--- src/rtl/xfd_pkg.sv ---
// Package for the x86-64 instruction field decoder.
// Holds the result word type, status codes and opcode/ModRM decode functions.
// No dependencies.
`default_nettype none

package xfd_pkg;

    localparam int MAX_LENGTH_DEF = 15;

    localparam logic [1:0] STATUS_OK      = 2'd0;
    localparam logic [1:0] STATUS_UNKNOWN = 2'd1;
    localparam logic [1:0] STATUS_LIMIT   = 2'd2;

    localparam logic [2:0] SIZE_0  = 3'd0;
    localparam logic [2:0] SIZE_8  = 3'd1;
    localparam logic [2:0] SIZE_32 = 3'd4;

    localparam logic [1:0] MOD_MEM    = 2'd0;
    localparam logic [1:0] MOD_DISP8  = 2'd1;
    localparam logic [1:0] MOD_DISP32 = 2'd2;
    localparam logic [1:0] MOD_REG    = 2'd3;
    localparam logic [2:0] RM_SIB     = 3'd4;
    localparam logic [2:0] RM_RIP     = 3'd5;
    localparam logic [2:0] BASE_NONE  = 3'd5;
    localparam logic [3:0] REX_HI     = 4'h4;

    typedef struct packed {
        logic       known;
        logic       modrm;
        logic [2:0] imm_size;
    } op_info_t;

    typedef struct packed {
        logic [1:0]  status;
        logic [3:0]  length;
        logic [7:0]  opcode;
        logic [3:0]  prefix_count;
        logic        rex_present;
        logic [3:0]  rex_wrxb;
        logic        has_modrm;
        logic [7:0]  modrm;
        logic        has_sib;
        logic [7:0]  sib;
        logic [31:0] displacement;
        logic [31:0] immediate;
    } rec_t;

    function automatic op_info_t op_info(input logic [7:0] op);
        op_info_t info;
        info = '0;
        case (op) inside
            8'h00, 8'h01, 8'h02, 8'h03, 8'h08, 8'h09, 8'h0A, 8'h0B,
            8'h2B, 8'h32, 8'h33, 8'h38, 8'h39, 8'h3B, 8'h84, 8'h85,
            [8'h88:8'h8B], 8'h8D:
                info = '{known: 1'b1, modrm: 1'b1, imm_size: SIZE_0};
            8'h6B, 8'h83, 8'hC1:
                info = '{known: 1'b1, modrm: 1'b1, imm_size: SIZE_8};
            8'h81, 8'hC7:
                info = '{known: 1'b1, modrm: 1'b1, imm_size: SIZE_32};
            8'h04, 8'h0C, 8'h73, 8'h74, 8'h75:
                info = '{known: 1'b1, modrm: 1'b0, imm_size: SIZE_8};
            8'h05, 8'h0D, 8'h3D, 8'hB8, 8'hB9, 8'hC2, 8'hE8, 8'hE9:
                info = '{known: 1'b1, modrm: 1'b0, imm_size: SIZE_32};
            8'h53, 8'h55, 8'h56, 8'h57, 8'h5D, 8'h5E, 8'hC3:
                info = '{known: 1'b1, modrm: 1'b0, imm_size: SIZE_0};
            default:
                info = '0;
        endcase
        return info;
    endfunction

    function automatic logic is_legacy(input logic [7:0] b);
        return b inside {8'hF0, 8'hF2, 8'hF3, 8'h2E, 8'h36, 8'h26,
                         8'h64, 8'h65, 8'h3E, 8'h66, 8'h67};
    endfunction

    function automatic logic sib_follows(input logic [7:0] m);
        return (m[7:6] != MOD_REG) && (m[2:0] == RM_SIB);
    endfunction

    function automatic logic [2:0] disp_size(input logic [7:0] m, input logic [7:0] s);
        logic [2:0] n;
        n = SIZE_0;
        case (m[7:6])
            MOD_DISP8:  n = SIZE_8;
            MOD_DISP32: n = SIZE_32;
            MOD_MEM:
            begin
                if (m[2:0] == RM_RIP)
                    n = SIZE_32;
                else if (m[2:0] == RM_SIB && s[2:0] == BASE_NONE)
                    n = SIZE_32;
            end
            default:    n = SIZE_0;
        endcase
        return n;
    endfunction

endpackage

`default_nettype wire

--- src/rtl/xfd_parse.sv ---
// Parse state and one-byte step logic of the instruction field decoder.
// Depends on xfd_pkg for decode functions, status codes and rec_t.
`default_nettype none

module xfd_parse #(
    parameter int MAX_LENGTH = xfd_pkg::MAX_LENGTH_DEF
) (
    input  wire               clk,
    input  wire               rst_n,
    input  wire               step_en,
    input  wire  [7:0]        code_byte,
    output logic              emit,
    output xfd_pkg::rec_t     rec
);

    localparam logic [3:0] MAX_LEN = 4'(MAX_LENGTH);

    localparam logic [2:0] PH_PREFIX = 3'd0;
    localparam logic [2:0] PH_OPCODE = 3'd1;
    localparam logic [2:0] PH_MODRM  = 3'd2;
    localparam logic [2:0] PH_SIB    = 3'd3;
    localparam logic [2:0] PH_DISP   = 3'd4;
    localparam logic [2:0] PH_IMM    = 3'd5;

    logic [2:0]  phase_reg,        phase_next;
    logic [3:0]  byte_count_reg,   byte_count_next;
    logic [3:0]  prefix_total_reg, prefix_total_next;
    logic [4:0]  rex_reg,          rex_next;
    logic [7:0]  opcode_reg,       opcode_next;
    logic [7:0]  modrm_reg,        modrm_next;
    logic [7:0]  sib_reg,          sib_next;
    logic [31:0] disp_reg,         disp_next;
    logic [31:0] imm_reg,          imm_next;
    logic [2:0]  bytes_left_reg,   bytes_left_next;

    logic [3:0]  count;
    logic        done;
    logic        full;
    logic        addr_done;
    logic        imm_start;
    logic        hm;
    logic        hs;
    logic [1:0]  st;
    logic [1:0]  idx;
    logic [2:0]  dsz;
    logic [2:0]  isz;
    xfd_pkg::op_info_t info;

    always_comb
    begin
        count             = byte_count_reg + 4'd1;
        phase_next        = phase_reg;
        byte_count_next   = byte_count_reg;
        prefix_total_next = prefix_total_reg;
        rex_next          = rex_reg;
        opcode_next       = opcode_reg;
        modrm_next        = modrm_reg;
        sib_next          = sib_reg;
        disp_next         = disp_reg;
        imm_next          = imm_reg;
        bytes_left_next   = bytes_left_reg;
        done              = 1'b0;
        full              = 1'b0;
        emit              = 1'b0;
        addr_done         = 1'b0;
        imm_start         = 1'b0;
        st                = xfd_pkg::STATUS_OK;
        idx               = 2'd0;
        dsz               = xfd_pkg::SIZE_0;
        isz               = xfd_pkg::SIZE_0;
        info              = xfd_pkg::op_info(code_byte);

        if (phase_reg == PH_PREFIX &&
            (xfd_pkg::is_legacy(code_byte) || code_byte[7:4] == xfd_pkg::REX_HI))
        begin
            if (count >= MAX_LEN)
            begin
                emit = 1'b1;
                st   = xfd_pkg::STATUS_LIMIT;
            end
            else
            begin
                if (xfd_pkg::is_legacy(code_byte))
                    prefix_total_next = prefix_total_reg + 4'd1;
                else
                begin
                    rex_next   = {1'b1, code_byte[3:0]};
                    phase_next = PH_OPCODE;
                end
                byte_count_next = count;
            end
        end
        else
        begin
            case (phase_reg)
                PH_MODRM:
                begin
                    modrm_next = code_byte;
                    if (xfd_pkg::sib_follows(code_byte))
                        phase_next = PH_SIB;
                    else
                        addr_done = 1'b1;
                end
                PH_SIB:
                begin
                    sib_next  = code_byte;
                    addr_done = 1'b1;
                end
                PH_DISP:
                begin
                    dsz = xfd_pkg::disp_size(modrm_reg, sib_reg);
                    idx = 2'(dsz - bytes_left_reg);
                    disp_next[{idx, 3'b000} +: 8] = disp_reg[{idx, 3'b000} +: 8] | code_byte;
                    bytes_left_next = bytes_left_reg - 3'd1;
                    if (bytes_left_next == 3'd0 || idx == 2'd3)
                    begin
                        if (dsz == xfd_pkg::SIZE_8 && disp_next[7])
                            disp_next[31:8] = '1;
                        imm_start = 1'b1;
                    end
                end
                PH_IMM:
                begin
                    isz = xfd_pkg::op_info(opcode_reg).imm_size;
                    idx = 2'(isz - bytes_left_reg);
                    imm_next[{idx, 3'b000} +: 8] = imm_reg[{idx, 3'b000} +: 8] | code_byte;
                    bytes_left_next = bytes_left_reg - 3'd1;
                    if (bytes_left_next == 3'd0 || idx == 2'd3)
                        done = 1'b1;
                end
                default:
                begin
                    opcode_next = code_byte;
                    if (!info.known)
                    begin
                        emit = 1'b1;
                        st   = xfd_pkg::STATUS_UNKNOWN;
                    end
                    else if (info.modrm)
                        phase_next = PH_MODRM;
                    else
                        imm_start = 1'b1;
                end
            endcase

            if (addr_done)
            begin
                dsz = xfd_pkg::disp_size(modrm_next, sib_next);
                if (dsz == xfd_pkg::SIZE_0)
                    imm_start = 1'b1;
                else
                begin
                    phase_next      = PH_DISP;
                    bytes_left_next = dsz;
                end
            end

            if (imm_start)
            begin
                isz = xfd_pkg::op_info(opcode_next).imm_size;
                if (isz == xfd_pkg::SIZE_0)
                    done = 1'b1;
                else
                begin
                    phase_next      = PH_IMM;
                    bytes_left_next = isz;
                end
            end

            if (!emit)
            begin
                if (done)
                begin
                    emit = 1'b1;
                    full = 1'b1;
                    st   = xfd_pkg::STATUS_OK;
                end
                else if (count >= MAX_LEN)
                begin
                    emit = 1'b1;
                    st   = xfd_pkg::STATUS_LIMIT;
                end
                else
                    byte_count_next = count;
            end
        end

        hm = full && xfd_pkg::op_info(opcode_next).modrm;
        hs = hm && xfd_pkg::sib_follows(modrm_next);

        rec.status       = st;
        rec.length       = count;
        rec.opcode       = opcode_next;
        rec.prefix_count = prefix_total_next;
        rec.rex_present  = rex_next[4];
        rec.rex_wrxb     = rex_next[3:0];
        rec.has_modrm    = hm;
        rec.modrm        = hm ? modrm_next : 8'h00;
        rec.has_sib      = hs;
        rec.sib          = hs ? sib_next : 8'h00;
        rec.displacement = full ? disp_next : 32'h0;
        rec.immediate    = full ? imm_next : 32'h0;

        // resync after every emitted word
        if (emit)
        begin
            phase_next        = PH_PREFIX;
            byte_count_next   = 4'd0;
            prefix_total_next = 4'd0;
            rex_next          = 5'd0;
            opcode_next       = 8'h00;
            modrm_next        = 8'h00;
            sib_next          = 8'h00;
            disp_next         = 32'h0;
            imm_next          = 32'h0;
            bytes_left_next   = 3'd0;
        end
    end

    always_ff @(posedge clk or negedge rst_n)
    begin
        if (!rst_n)
        begin
            phase_reg        <= PH_PREFIX;
            byte_count_reg   <= 4'd0;
            prefix_total_reg <= 4'd0;
            rex_reg          <= 5'd0;
            opcode_reg       <= 8'h00;
            modrm_reg        <= 8'h00;
            sib_reg          <= 8'h00;
            disp_reg         <= 32'h0;
            imm_reg          <= 32'h0;
            bytes_left_reg   <= 3'd0;
        end
        else if (step_en)
        begin
            phase_reg        <= phase_next;
            byte_count_reg   <= byte_count_next;
            prefix_total_reg <= prefix_total_next;
            rex_reg          <= rex_next;
            opcode_reg       <= opcode_next;
            modrm_reg        <= modrm_next;
            sib_reg          <= sib_next;
            disp_reg         <= disp_next;
            imm_reg          <= imm_next;
            bytes_left_reg   <= bytes_left_next;
        end
    end

endmodule

`default_nettype wire

--- src/rtl/x86_64_instruction_field_decoder_core.sv ---
// A code byte is held in the byte register, and the word it completes is then registered
// in the result register; one code byte per cycle, stalls only when the result word is held.
// The byte register and result register keep both sides decoupled.
// Reset (rst_n low, async) empties both registers and returns the parser to
// the prefix phase with all held fields cleared.
// Depends on xfd_pkg and xfd_parse.
`default_nettype none

module x86_64_instruction_field_decoder_core #(
    parameter int MAX_LENGTH = xfd_pkg::MAX_LENGTH_DEF
) (
    input  wire                clk,
    input  wire                rst_n,
    input  wire                byte_valid,
    output logic               byte_ready,
    input  wire  [7:0]         code_byte,
    output logic               result_valid,
    input  wire                result_ready,
    output logic [1:0]         status,
    output logic [3:0]         length,
    output logic [7:0]         opcode,
    output logic [3:0]         prefix_count,
    output logic               rex_present,
    output logic [3:0]         rex_wrxb,
    output logic               has_modrm,
    output logic [7:0]         modrm,
    output logic               has_sib,
    output logic [7:0]         sib,
    output logic signed [31:0] displacement,
    output logic [31:0]        immediate
);

    logic          in_valid_reg;
    logic [7:0]    byte_reg;
    logic          out_valid_reg;
    xfd_pkg::rec_t rec_reg;
    xfd_pkg::rec_t rec;
    logic          emit;
    logic          out_free;
    logic          step_en;

    assign out_free   = !out_valid_reg || result_ready;
    assign step_en    = in_valid_reg && out_free;
    assign byte_ready = !in_valid_reg || out_free;

    xfd_parse #(
        .MAX_LENGTH (MAX_LENGTH)
    ) u_parse (
        .clk       (clk),
        .rst_n     (rst_n),
        .step_en   (step_en),
        .code_byte (byte_reg),
        .emit      (emit),
        .rec       (rec)
    );

    always_ff @(posedge clk or negedge rst_n)
    begin
        if (!rst_n)
        begin
            in_valid_reg  <= 1'b0;
            out_valid_reg <= 1'b0;
        end
        else
        begin
            if (byte_ready)
                in_valid_reg <= byte_valid;
            if (step_en && emit)
                out_valid_reg <= 1'b1;
            else if (result_ready)
                out_valid_reg <= 1'b0;
        end
    end

    always_ff @(posedge clk)
    begin
        if (byte_ready && byte_valid)
            byte_reg <= code_byte;
        if (step_en && emit)
            rec_reg <= rec;
    end

    assign result_valid = out_valid_reg;
    assign status       = rec_reg.status;
    assign length       = rec_reg.length;
    assign opcode       = rec_reg.opcode;
    assign prefix_count = rec_reg.prefix_count;
    assign rex_present  = rec_reg.rex_present;
    assign rex_wrxb     = rec_reg.rex_wrxb;
    assign has_modrm    = rec_reg.has_modrm;
    assign modrm        = rec_reg.modrm;
    assign has_sib      = rec_reg.has_sib;
    assign sib          = rec_reg.sib;
    assign displacement = rec_reg.displacement;
    assign immediate    = rec_reg.immediate;

`ifndef SYNTHESIS
    a_status_code: assert property (@(posedge clk) disable iff (!rst_n)
        result_valid |-> (status == xfd_pkg::STATUS_OK || status == xfd_pkg::STATUS_UNKNOWN
                          || status == xfd_pkg::STATUS_LIMIT))
        else $error("illegal status code");

    a_length_range: assert property (@(posedge clk) disable iff (!rst_n)
        result_valid |-> (length != 4'd0 && length <= 4'(MAX_LENGTH)
                          && prefix_count < length))
        else $error("length out of range");

    a_error_fields: assert property (@(posedge clk) disable iff (!rst_n)
        (result_valid && status != xfd_pkg::STATUS_OK) |->
            (!has_modrm && !has_sib && displacement == 32'sd0 && immediate == 32'd0))
        else $error("error word carries operand fields");

    a_sib_needs_modrm: assert property (@(posedge clk) disable iff (!rst_n)
        (result_valid && has_sib) |->
            (has_modrm && modrm[2:0] == xfd_pkg::RM_SIB && modrm[7:6] != xfd_pkg::MOD_REG))
        else $error("SIB without matching ModRM");
`endif

endmodule

`default_nettype wire
--- config.mk ---
export PLATFORM = sky130hd
export DESIGN_NAME = x86_64_instruction_field_decoder_core
export DESIGN_NICKNAME = d
export VERILOG_FILES = /design/src/rtl/xfd_pkg.sv /design/src/rtl/xfd_parse.sv /design/src/rtl/x86_64_instruction_field_decoder_core.sv
export SDC_FILE = /design/constraint.sdc
export NUM_CORES = 1
export LEC_CHECK = 0
export BUFFER_PORTS_ARGS = -buffer_cell sky130_fd_sc_hd__buf_4
export CORE_AREA = 2 2 141 143
export CTS_BUF_LIST = sky130_fd_sc_hd__clkbuf_8
export DETAILED_ROUTE_END_ITERATION = 12
export DIE_AREA = 0 0 143 145
export GPL_TIMING_DRIVEN = 0
export PLACE_DENSITY = 0.82
export SYNTH_ARGS = -nofsm -noshare
export SYNTH_HDL_FRONTEND = slang
export SYNTH_SLANG_ARGS = --single-unit
--- constraint.sdc ---
create_clock -name clk -period 12.23 [get_ports clk]
set_clock_uncertainty 0.1 [all_clocks]
set_input_delay 2.446 -clock clk [delete_from_list [all_inputs] [get_ports clk]]
set_output_delay 2.446 -clock clk [all_outputs]
set_load 0.02 [all_outputs]
# Word-level counts from Yosys, hierarchy flattened
# Cells that the tools add are included.
[totals]
ff_bits = 222
inputBits = 12
out_inout_bits = 107
word_cells = 405
[op_classes]
addsub = 7
order_cmp = 9
eq_ne = 173
shifts = 6
muxes = 122
bitwise = 2
n_reduce_logical = 61
[op_table]
columns = ["op", "count"]
rows = [
  ["$eq A8 B8 Y1 const B", 47],
  ["$eq A8 B6 Y1 const B", 31],
  ["$eq A8 B7 Y1 const B", 26],
  ["$mux W32", 6],
  ["$eq A8 B4 Y1 const B", 23],
  ["$mux W3", 33],
  ["$mux W8", 12],
  ["$reduce_or A18 Y1", 4],
  ["$bwmux W32", 2],
  ["$eq A8 B2 Y1 const B", 8],
  ["$shift A8 B7 Y32 const A", 2],
  ["$shiftx A32 B6 Y8", 2],
  ["$shiftx A8 B7 Y32", 2],
  ["$eq A8 B3 Y1 const B", 7],
  ["$mux W4", 14],
  ["$mux W5", 10],
  ["$mux W24", 2],
  ["$eq A8 B1 Y1 const B", 4],
  ["$ge A8 B8 Y1 const B", 4],
  ["$le A8 B8 Y1 const B", 4],
  ["$logic_not A8 Y1", 4],
  ["$eq A3 B3 Y1 const B", 10],
  ["$mux W1", 27],
  ["$reduce_or A8 Y1", 3],
  ["32 further kinds", 93],
]

# Longest topological paths before layout
# Gate-level depths: netlist of run 1.
[logic_depth]
word_depth = 27
mapped_depth = 17
mapped_depth_nobuf = 13

# By module
# From an unflattened synthesis of run 1, not the netlist that was laid out.
[unflattened]
cells_unflattened = 1088
area_unflattened_um2 = 11711.2
[by_module_without_submodules]
columns = ["mod", "instances", "cells_each", "area_each_um2", "seq_area_each_um2"]
rows = [
  ["xfd_parse", 1, 965, 8206.6, 2677.6],
  ["x86_64_instruction_field_decoder_core", 1, 123, 3504.6, 3443.3],
]

# Worst setup path after synthesis of run 1
# Ideal clock, no wire load.
[synth_path]
path_type = "flip-flop to flip-flop"
startpoint = "register u_parse.opcode_reg[5]"
endpoint = "register rec_reg (netlist bit displacement[0]) (enable)"
setup_time_ns = 0.570
t_arrival_ns = 7.840
required_time_ns = 11.560
setup_slack_ns = 3.720
path_stages_with_launch = 16
n_path_buf = 2
period_less_slack_ns = 8.510
path_cell_list = "dfrtp_1 -> or2_2 -> o31ai_1 -> a31oi_1 -> o21a_1 -> ha_1 -> xor2_1 -> ha_1 -> a21oi_1 -> nor2_1 -> nor2_1 -> o31ai_1 -> buf_2 -> clkbuf_1 -> nor2_1 -> nor2_1"
[synth_between]
elab_chain_len = 20
elab_cells_between_ends = 105
cone_classes = "add/sub: 1; order compare: 4; eq/ne: 61; mux: 23; reduce/logical: 16"
[synth_lines]
columns = ["element", "line", "text"]
rows = [
  ["start: declaration", "xfd_parse.sv:29", "logic [7:0] opcode_reg, opcode_next;"],
  ["start signal: assignment", "xfd_parse.sv:241", "opcode_reg <= opcode_next;"],
  ["branches (longest 14 deep; another with $ge A8 B8 Y1)", "-", ""],
  ["$mux W1 (*)", "xfd_parse.sv:158", "if (imm_start)"],
  ["$mux W1 (*)", "xfd_parse.sv:73", "if (phase_reg == PH_PREFIX &&"],
  ["$mux W1 (*)", "xfd_parse.sv:172", "if (done)"],
  ["$mux W1 (*)", "xfd_parse.sv:170", "if (!emit)"],
  ["$mux W1 (*)", "xfd_parse.sv:73", ""],
  ["$logic_and A1 B1 Y1 (*)", "x86_64_instruction_field_decoder_core.sv:79", "if (step_en && emit)"],
  ["end signal: assignment", "x86_64_instruction_field_decoder_core.sv:80", "rec_reg <= rec;"],
  ["end: declaration", "x86_64_instruction_field_decoder_core.sv:36", "xfd_pkg::rec_t rec_reg;"],
]
# Every way passes the cells marked *. The select of a mux whose other input is x is not followed.
# A chain may end at the register's enable or synchronous reset.

# Final worst setup path of run 1
[layout_path]
startpoint = "register u_parse.opcode_reg[4]"
endpoint = "register rec_reg (netlist bit displacement[12]) (enable)"
# The elaborated chain is that of the path after synthesis.

==> load_flow_metrics.sql, run 1 <==
INSERT INTO impl_metrics (metric_group, metric, value, unit) VALUES
('placement', 'placed_cells', '1443', ''),
('placement', 'detailed_place_hpwl', '22100', 'µm'),
('grt', 'grt-ovfl-total', '0', ''),
('synthesis', 'nets_in_the_synthesized_netlist', '1087', ''),
('setup_path', 'cp_slowest_cell', 'sky130_fd_sc_hd__xor2_1', ''),
('pwr', 'ir_worst_vdd', '0.160', 'mV'),
('synthesis', 'yosys_warnings', '0', ''),
('setup_path', 'critPathMaxFanout', '36', ''),
('final_layout', 'drive_gt1_share', '20.6', '%'),
('clocking', 'tritoncts_clock_tree', 'built', ''),
('synthesis', 'synth_top_area_cell', 'sky130_fd_sc_hd__edfxtp_1', ''),
('pwr', 'power.internal', '1.77', 'mW'),
('run', 'max_cap_viol_count', '0', ''),
('pwr', 'power.density', '218', 'nW/µm²'),
('setup_path', 'critical_path.max_stage_delay', '0.85', 'ns'),
('pwr', 'power.sequential.fraction', '35.2', '%'),
('hold_path', 'min_path_type', 'reg -> reg', ''),
('die', 'dieArea', '20700', 'µm²'),
('final_layout', 'nFillCells', '1384', ''),
('grt', 'grt_antenna_before_repair', '0', ''),
('placement', 'dp_worst_setup_slack', '5.92', 'ns'),
('clocking', 'post_cts.repair.setup_buffers', '0', ''),
('sta', 'finalHoldWorstSlack', '0.393', 'ns'),
('clocking', 'clkSinkCount', '222', ''),
('setup_path', 'worst_setup_path_start_kind', 'flip-flop', ''),
('setup_path', 'worstPathBufferInverterCount', '5', ''),
('setup_path', 'timing.critical_path.required', '12.36', 'ns'),
('die', 'die_x', '143', 'µm'),
('synthesis', 'netlist_top_cells_area', 'sky130_fd_sc_hd__edfxtp_1, sky130_fd_sc_hd__dfrtp_1, sky130_fd_sc_hd__mux4_2', ''),
('sta', 'worst_slack', '5.83', 'ns'),
('route', 'vias', '9928', ''),
('route', 'drcViolationCount', '0', ''),
('clocking', 'clk_transition_reported_paths', '0.07', 'ns'),
('synthesis', 'synth.ff_latch_count', '222', ''),
('sta', 'period_needed', '6.40', 'ns'),
('placement', 'place_area', '13100', 'µm²'),
('setup_path', 'end_kind', 'flip-flop', ''),
('synthesis', 'post_synth_inst_count', '1056', ''),
('synthesis', 'synth-main-ff-cell', 'sky130_fd_sc_hd__edfxtp_1', ''),
('setup_path', 'timing.critical_path.mode_cell', 'sky130_fd_sc_hd__nor2_1', ''),
('clocking', 'number_of_buffers_added_by_the_clock_tree_synthesis_step', '37', ''),
('route', 'routedWlPerCell', '21.3', 'µm'),
('final_layout', 'fin_nets', '1248', ''),
('die', 'placement_rows', '51', ''),
('setup_path', 'criticalPathCategory', 'reg -> reg', ''),
('synthesis', 'ys_seq_area_share', '52.2', '%'),
('clocking', 'cts_root_buffer', 'sky130_fd_sc_hd__clkbuf_8', ''),
('clocking', 'clkLatencyLatePin', '0.56', 'ns'),
('sta', 'slew_violations', '0', ''),
('clocking', 'post_cts_hold_buffer_count', '0', ''),
('final_layout', 'layout.cells.most_common_list', 'sky130_fd_sc_hd__buf_4, sky130_fd_sc_hd__edfxtp_1, sky130_fd_sc_hd__dfrtp_1', ''),
('route', 'detail_route.wirelength', '32200', 'µm'),
('grt', 'pin_count_of_the_biggest_net_entering_global_routing', '72', ''),
('pwr', 'power.switching_fraction', '41.2', '%'),
('die', 'die_height', '145', 'µm'),
('status', 'run_status', 'finished, final reports clean', ''),
('clocking', 'maximum_clock_insertion_buffer_count', '3', ''),
('die', 'core-area', '19200', 'µm²'),
('placement', 'io_buffers', '118', ''),
('pwr', 'total_leakage_power', '5.78', 'nW'),
('setup_path', 'critical_path.cell_chain', 'buf_1, nand4b_1, o31ai_1, a31oi_1, o21a_1, ha_1, xor2_1, ha_1, a21oi_1, nor2_1, nor2_1, o31ai_1, buf_2, clkbuf_1, nor2_1, nor2_4, buf_16, buf_12', ''),
('clocking', 'cts_resized', '0', ''),
('synthesis', 'netlist_area_before_placement', '11700', 'µm²'),
('synthesis', 'synth_cell_type_count', '74', ''),
('sta', 'setup_viol_count_final', '0', ''),
('placement', 'gp_congestion', '0.969', ''),
('route', 'detail_route.vias_per_cell', '6.57', ''),
('setup_path', 'timing.critical_path.arrival', '6.53', 'ns'),
('sta', 'final_min_period_over_clock_period', '52.3', '%'),
('final_layout', 'num_antenna_cells', '0', ''),
('pwr', 'clock_power_share', '21.5', '%');
## power groups by stage
| stage | Combinational (mW) | Sequential, mW | Clock [mW] |
|---|---|---|---|
| after floorplan | 0.663 | 1.24 | 0 |
| after global placement | 1.23 | 1.10 | 0 |
| after detailed placement | 1.28 | 1.07 | 0 |
| after CTS | 1.29 | 1.06 | 0.651 |
| after global routing | 1.39 | 1.07 | 0.683 |
| final | 1.30 | 1.06 | 0.644 |
## stage by stage
step                util [%]  total power [mW]
floorplan                  -              1.91
global placement        67.4              2.33
detailed placement      68.0              2.35
CTS                     71.7              2.99
global route            71.7              3.15
finish                  71.7              3.00
## worst reg2reg max path, delay by kind of cell (launching register included)
kind            cells  cell delay [ns]
fa+ha+maj           2             0.55
flops               1             0.42
simple gates        5             1.74
compound gates      5             0.72
buf+inv             5             1.68
xor+xnor            1             0.86
## synthesized netlist by cell type, types with 21 or more instances
cell type,instances
sky130_fd_sc_hd__buf_2,21
sky130_fd_sc_hd__clkbuf_1,45
sky130_fd_sc_hd__a21oi_1,37
sky130_fd_sc_hd__nand3_1,22
sky130_fd_sc_hd__inv_1,25
sky130_fd_sc_hd__and2_1,31
sky130_fd_sc_hd__o22a_1,24
sky130_fd_sc_hd__a22oi_1,33
sky130_fd_sc_hd__edfxtp_1,113
sky130_fd_sc_hd__a22o_1,34
sky130_fd_sc_hd__nor2_1,94
sky130_fd_sc_hd__nand2_1,64
sky130_fd_sc_hd__dfrtp_1,109
sky130_fd_sc_hd__o21ai_0,43
sky130_fd_sc_hd__nor4_1,28
sky130_fd_sc_hd__a32o_1,30
## worst paths after layout
kind                                                    from                                       to  depth (start not counted)
max in group asynchronous                              rst_n          u_parse.imm_reg[26]$_DFFE_PN0P_                          2
min                         u_parse.modrm_reg[5]$_DFFE_PN0P_         u_parse.modrm_reg[5]$_DFFE_PN0P_                          1
max reg2reg                u_parse.opcode_reg[4]$_DFFE_PN0P_           displacement[12]$_SDFFCE_PN0P_                         18
min in group asynchronous                              rst_n  u_parse.prefix_total_reg[2]$_DFFE_PN0P_                          1
max                        u_parse.opcode_reg[4]$_DFFE_PN0P_           displacement[12]$_SDFFCE_PN0P_                         18
min reg2reg                 u_parse.modrm_reg[5]$_DFFE_PN0P_         u_parse.modrm_reg[5]$_DFFE_PN0P_                          1
## final cells by class
class / count / area [µm²] / area share (%)
plain buffers: 88 / 387 / 2.81
clock buffers: 41 / 564 / 4.10
clock inverters: 27 / 159 / 1.15
inverters: 25 / 93.8 / 0.681
multi-input cells: 721 / 5140 / 37.3
flip-flops and latches: 222 / 6120 / 44.4
well taps: 265 / 332 / 2.41
repair buffers: 122 / 981 / 7.12
## logic make-up (layout without fill, tap and decap cells)
group,after synthesis,after routing,share of synthesized area (%)
muxes,50,50,6.13
xor gates and xnor gates,20,20,1.49
DFF,222,222,52.2
and+or+nand+nor,332,332,14.6
buffers and inverters,113,303,4.10
adders and majority gates,19,19,2.03
AOI/OAI and AO/OA,300,300,19.5
## metal layers
layer	GRT usage, %	share of wire, %	wire length [µm]
met4	12.3	4.1	1320
met2	47.0	46	14700
met3	5.45	8.7	2790
met5	0	0	0
met1	44.6	42	13400
Power figures use the tool's default switching activity.
==> run 2: changes to the inputs <==
--- a/config.mk
+++ b/config.mk
@@ -5,13 +5,14 @@
 export SDC_FILE = /design/constraint.sdc
 export NUM_CORES = 1
 export LEC_CHECK = 0
+export ABC_AREA = 1
 export BUFFER_PORTS_ARGS = -buffer_cell sky130_fd_sc_hd__buf_4
-export CORE_AREA = 2 2 141 143
+export CORE_AREA = 2 2 152 154
 export CTS_BUF_LIST = sky130_fd_sc_hd__clkbuf_8
 export DETAILED_ROUTE_END_ITERATION = 12
-export DIE_AREA = 0 0 143 145
+export DIE_AREA = 0 0 154 156
 export GPL_TIMING_DRIVEN = 0
-export PLACE_DENSITY = 0.82
+export PLACE_DENSITY = 0.78
 export SYNTH_ARGS = -nofsm -noshare
 export SYNTH_HDL_FRONTEND = slang
 export SYNTH_SLANG_ARGS = --single-unit
==> constraint.sdc (replaced) <==
create_clock -name clk -period 5.5 [get_ports clk]
set_clock_uncertainty 0.1 [all_clocks]
set_input_delay 1.1 -clock clk [delete_from_list [all_inputs] [get_ports clk]]
set_output_delay 1.1 -clock clk [all_outputs]
set_load 0.02 [all_outputs]
==> run 2 against run 1 <==
Against the previous run: cell count increased by 34%; cell area increased by 4.6%; sequential power increased by 100%; via count increased by 10%; die area increased by 16%; flip-flop and latch count unchanged; combinational power increased by 36%; sequential share of layout area decreased by 1.9 points; setup slack got worse by 5.5 ns; hold slack got worse by 0.014 ns.
==> load_flow_metrics.sql, run 2 <==
INSERT INTO impl_metrics (metric_group, metric, value, unit) VALUES
('route', 'vias', '10900', ''),
('synthesis', 'synth_top_cell_area_share', '27.4', '%'),
('die', 'dieArea', '24000', 'µm²'),
('synthesis', 'synth_top_area_cell', 'sky130_fd_sc_hd__edfxtp_1', ''),
('route', 'drcViolationCount', '0', ''),
('setup_path', 'worst_setup_path_start_kind', 'flip-flop', ''),
('clocking', 'clkLatencyLatePin', '0.54', 'ns'),
('synthesis', 'cell_with_the_most_instances_after_synthesis', 'sky130_fd_sc_hd__nand2_1', ''),
('synthesis', 'netlist_top_cells_area', 'sky130_fd_sc_hd__edfxtp_1, sky130_fd_sc_hd__dfrtp_1, sky130_fd_sc_hd__nand2_1', ''),
('setup_path', 'criticalPathCategory', 'reg -> reg', ''),
('clocking', 'clk_transition_reported_paths', '0.06', 'ns'),
('final_layout', 'drive_gt1_share', '17.4', '%'),
('final_layout', 'layout.cells.non_filler', '2019', ''),
('route', 'routedWlPerCell', '16.9', 'µm'),
('die', 'placement_rows', '55', ''),
('sta', 'final_min_period_over_clock_period', '93.3', '%'),
('run', 'max_cap_viol_count', '0', ''),
('pwr', 'switchingPower', '2.03', 'mW'),
('synthesis', 'number_of_enable_type_register_cells_in_the_synthesized_netlist', '113', ''),
('hold_path', 'min_path_type', 'reg -> reg', ''),
('die', 'die_height', '156', 'µm'),
('synthesis', 'nets_in_the_synthesized_netlist', '1579', ''),
('sta', 'worst_slack', '0.366', 'ns'),
('pwr', 'power.sequential.fraction', '40.4', '%'),
('synthesis', 'yosys_warnings', '0', ''),
('synthesis', 'post_synth.cell_area_avg', '8.01', 'µm²'),
('pwr', 'total_leakage_power', '6.35', 'nW'),
('clocking', 'post_cts_hold_buffer_count', '0', ''),
('final_layout', 'fin_nets', '1737', ''),
('setup_path', 'timing.critical_path.required', '5.64', 'ns'),
('synthesis', 'ys_seq_area_share', '49.4', '%'),
('route', 'drt_first_pass_iters', '6', ''),
('pwr', 'power.density', '372', 'nW/µm²'),
('clocking', 'maximum_clock_insertion_buffer_count', '3', ''),
('synthesis', 'synth-main-ff-cell', 'sky130_fd_sc_hd__edfxtp_1', ''),
('placement', 'placed_cells', '1953', ''),
('route', 'detail-route-antenna-nets', '0', ''),
('pwr', 'ir_worst_vdd', '0.325', 'mV'),
('setup_path', 'worstPathBufferInverterCount', '6', ''),
('sta', 'hold_viol_final', '0', ''),
('pwr', 'final_total_pwr', '5.36', 'mW'),
('clocking', 'cts_htree_levels', '2', ''),
('clocking', 'cts_root_buffer', 'sky130_fd_sc_hd__clkbuf_8', ''),
('final_layout', 'syn2layout_area_growth', '16.2', '%'),
('synthesis', 'post_synth_inst_count', '1548', ''),
('grt', 'track_usage', '28.1', '%'),
('grt', 'pin_count_of_the_biggest_net_entering_global_routing', '69', ''),
('grt', 'grt-ovfl-total', '0', ''),
('die', 'core-area', '22400', 'µm²'),
('placement', 'gp_congestion', '0.958', ''),
('status', 'run_status', 'finished, final reports clean', ''),
('grt', 'grt_antenna_before_repair', '0', ''),
('synthesis', 'synth_cell_type_count', '46', ''),
('die', 'total_i_o_pin_count', '119', ''),
('synthesis', 'synth_common_cells', 'sky130_fd_sc_hd__nand2_1, sky130_fd_sc_hd__nor2_1, sky130_fd_sc_hd__inv_1, sky130_fd_sc_hd__edfxtp_1, sky130_fd_sc_hd__dfrtp_1', ''),
('setup_path', 'timing.critical_path.arrival', '5.28', 'ns'),
('synthesis', 'netlist_area_before_placement', '12400', 'µm²'),
('die', 'die_x', '154', 'µm'),
('clocking', 'number_of_buffers_added_by_the_clock_tree_synthesis_step', '36', ''),
('synthesis', 'synth.ff_latch_count', '222', ''),
('final_layout', 'final_common_cell', 'sky130_fd_sc_hd__nand2_1', ''),
('sta', 'setup_repair_after_global_routing_missed_its_margin', 'false', ''),
('pwr', 'clock_power_share', '26.6', '%'),
('pwr', 'power.switching_fraction', '37.9', '%'),
('setup_path', 'worst_path_dominant_cell_family', 'buffers and inverters', ''),
('clocking', 'clkSinkCount', '222', ''),
('sta', 'max_clock_freq', '195', 'MHz'),
('placement', 'detailed_place_hpwl', '24900', 'µm'),
('sta', 'setup_viol_count_final', '0', ''),
('setup_path', 'critical_path.max_stage_delay', '0.48', 'ns'),
('pwr', 'power.internal', '3.32', 'mW'),
('setup_path', 'cp_slowest_cell', 'sky130_fd_sc_hd__xnor2_2', ''),
('clocking', 'post_cts.repair.setup_buffers', '0', ''),
('pwr', 'power_frac_comb', '33.0', '%'),
('route', 'detail_route.vias_per_cell', '5.42', ''),
('final_layout', 'num_antenna_cells', '0', ''),
('route', 'detail_route.wirelength', '34100', 'µm'),
('sta', 'period_needed', '5.13', 'ns'),
('setup_path', 'critPathMaxFanout', '56', ''),
('placement', 'dp_worst_setup_slack', '0.0825', 'ns'),
('sta', 'finalHoldWorstSlack', '0.378', 'ns'),
('sta', 'slew_violations', '0', ''),
('sta', 'worst-slew-pin-transition', '0.827', 'ns'),
('grt', 'vias_in_the_first_global_route', '10200', ''),
('placement', 'io_buffers', '118', ''),
('grt', 'first_pass_grt_wire_length', '53500', 'µm'),
('setup_path', 'end_kind', 'flip-flop', ''),
('setup_path', 'regToRegSetupSlack', '0.37', 'ns'),
('sta', 'timing.max_slew.rel_slack', '44.9', '%'),
('setup_path', 'critical_path.cell_chain', 'inv_1, nand2_1, o31ai_1, nand3_1, a21oi_1, a21oi_1, ha_1, xnor2_2, clkinv_1, ha_1, o21ai_0, nand3_1, nand3_2, nand3_2, buf_6, buf_6, nand2_2, inv_4, buf_16', ''),
('die', 'floorplan.initialDensity', '55.4', '%'),
('final_layout', 'layout.cells.most_common_list', 'sky130_fd_sc_hd__nand2_1, sky130_fd_sc_hd__nor2_1, sky130_fd_sc_hd__inv_1', ''),
('clocking', 'tritoncts_clock_tree', 'built', ''),
('route', 'drt_first_iter_violations', '747', ''),
('synthesis', 'async_reset_ff_share', '49.1', '%');
[run 2: final cells by class]
cell class | instances | area (µm²)
fillers | 1965 | 7960
flip-flops and latches | 222 | 6120
multi-input cells | 1108 | 5370
repair buffers | 120 | 941
inverters | 149 | 562
clock buffers | 39 | 537
well taps | 285 | 357
plain buffers | 69 | 355
clock inverters | 27 | 168
[run 2: path summary, 6_finish.rpt]
kind                                                   start                          endpoint  depth (start not counted)
min in group asynchronous                              rst_n  u_parse.modrm_reg[4]$_DFFE_PN0P_                          1
hold reg to reg              u_parse.disp_reg[7]$_DFFE_PN0P_   u_parse.disp_reg[7]$_DFFE_PN0P_                          2
max in group asynchronous                              rst_n    u_parse.imm_reg[9]$_DFFE_PN0P_                          2
setup reg to reg           u_parse.opcode_reg[5]$_DFFE_PN0P_    displacement[10]$_SDFFCE_PN0P_                         19
setup / recovery           u_parse.opcode_reg[5]$_DFFE_PN0P_    displacement[10]$_SDFFCE_PN0P_                         19
hold / removal               u_parse.disp_reg[7]$_DFFE_PN0P_   u_parse.disp_reg[7]$_DFFE_PN0P_                          2
[run 2: metrics by stage]
stage	utilization (%)	TNS (ns)	cell area (µm²)
3_5_place_dp	61.2	0	13700
6_report	64.4	0	14400
2_1_floorplan	-	0	12400
3_3_place_gp	61.0	-155.70	13600
4_1_cts	64.4	0	14400
5_1_grt	64.4	0	14400
[run 2: per-layer routing]
metal | wire (µm) | up-vias | global-route usage (%)
met3 | 1870 | 79 | 4.00
met4 | 1190 | 0 | 10.6
met5 | 0 | - | 0
met1 | 15300 | 5104 | 38.6
met2 | 15700 | 384 | 45.6
li1 | - | 5379 | -
[run 2: power by group through the flow]
| stage | Clock, mW | Combinational, mW | Sequential, mW |
|---|---|---|---|
| floorplan | 0 | 0.867 | 2.43 |
| global placement | 0 | 1.71 | 2.22 |
| detailed placement | 0 | 1.76 | 2.19 |
| CTS | 1.45 | 1.76 | 2.16 |
| global route | 1.51 | 1.90 | 2.19 |
| finish | 1.43 | 1.77 | 2.16 |
[run 2: logic make-up (layout without fill, tap and decap cells)]
family / after synthesis / after routing / share of synthesized area (%)
multiplexers: 1 / 1 / 0.0908
flip-flops: 222 / 222 / 49.4
AND/OR/NAND/NOR: 822 / 822 / 27.2
buffers and inverters: 218 / 404 / 7.38
adder cells (fa/ha/maj): 19 / 19 / 1.92
XOR/XNOR: 9 / 9 / 0.787
AO/OA/AOI/OAI: 257 / 257 / 13.2
[run 2: worst reg2reg max path: cells and delay by family, from the launching register on]
| family | cells | cell delay (ns) |
|---|---|---|
| buf+inv | 6 | 1.53 |
| fa+ha+maj | 2 | 0.59 |
| compound gates | 4 | 0.89 |
| simple gates | 6 | 0.78 |
| xor+xnor | 1 | 0.48 |
| flops | 1 | 0.40 |
[run 2: what timing repair did]
action                     4_1_cts  5_1_grt
setup endpoints to repair        0      121
resized for setup                0        1
hold endpoints to repair         0        0
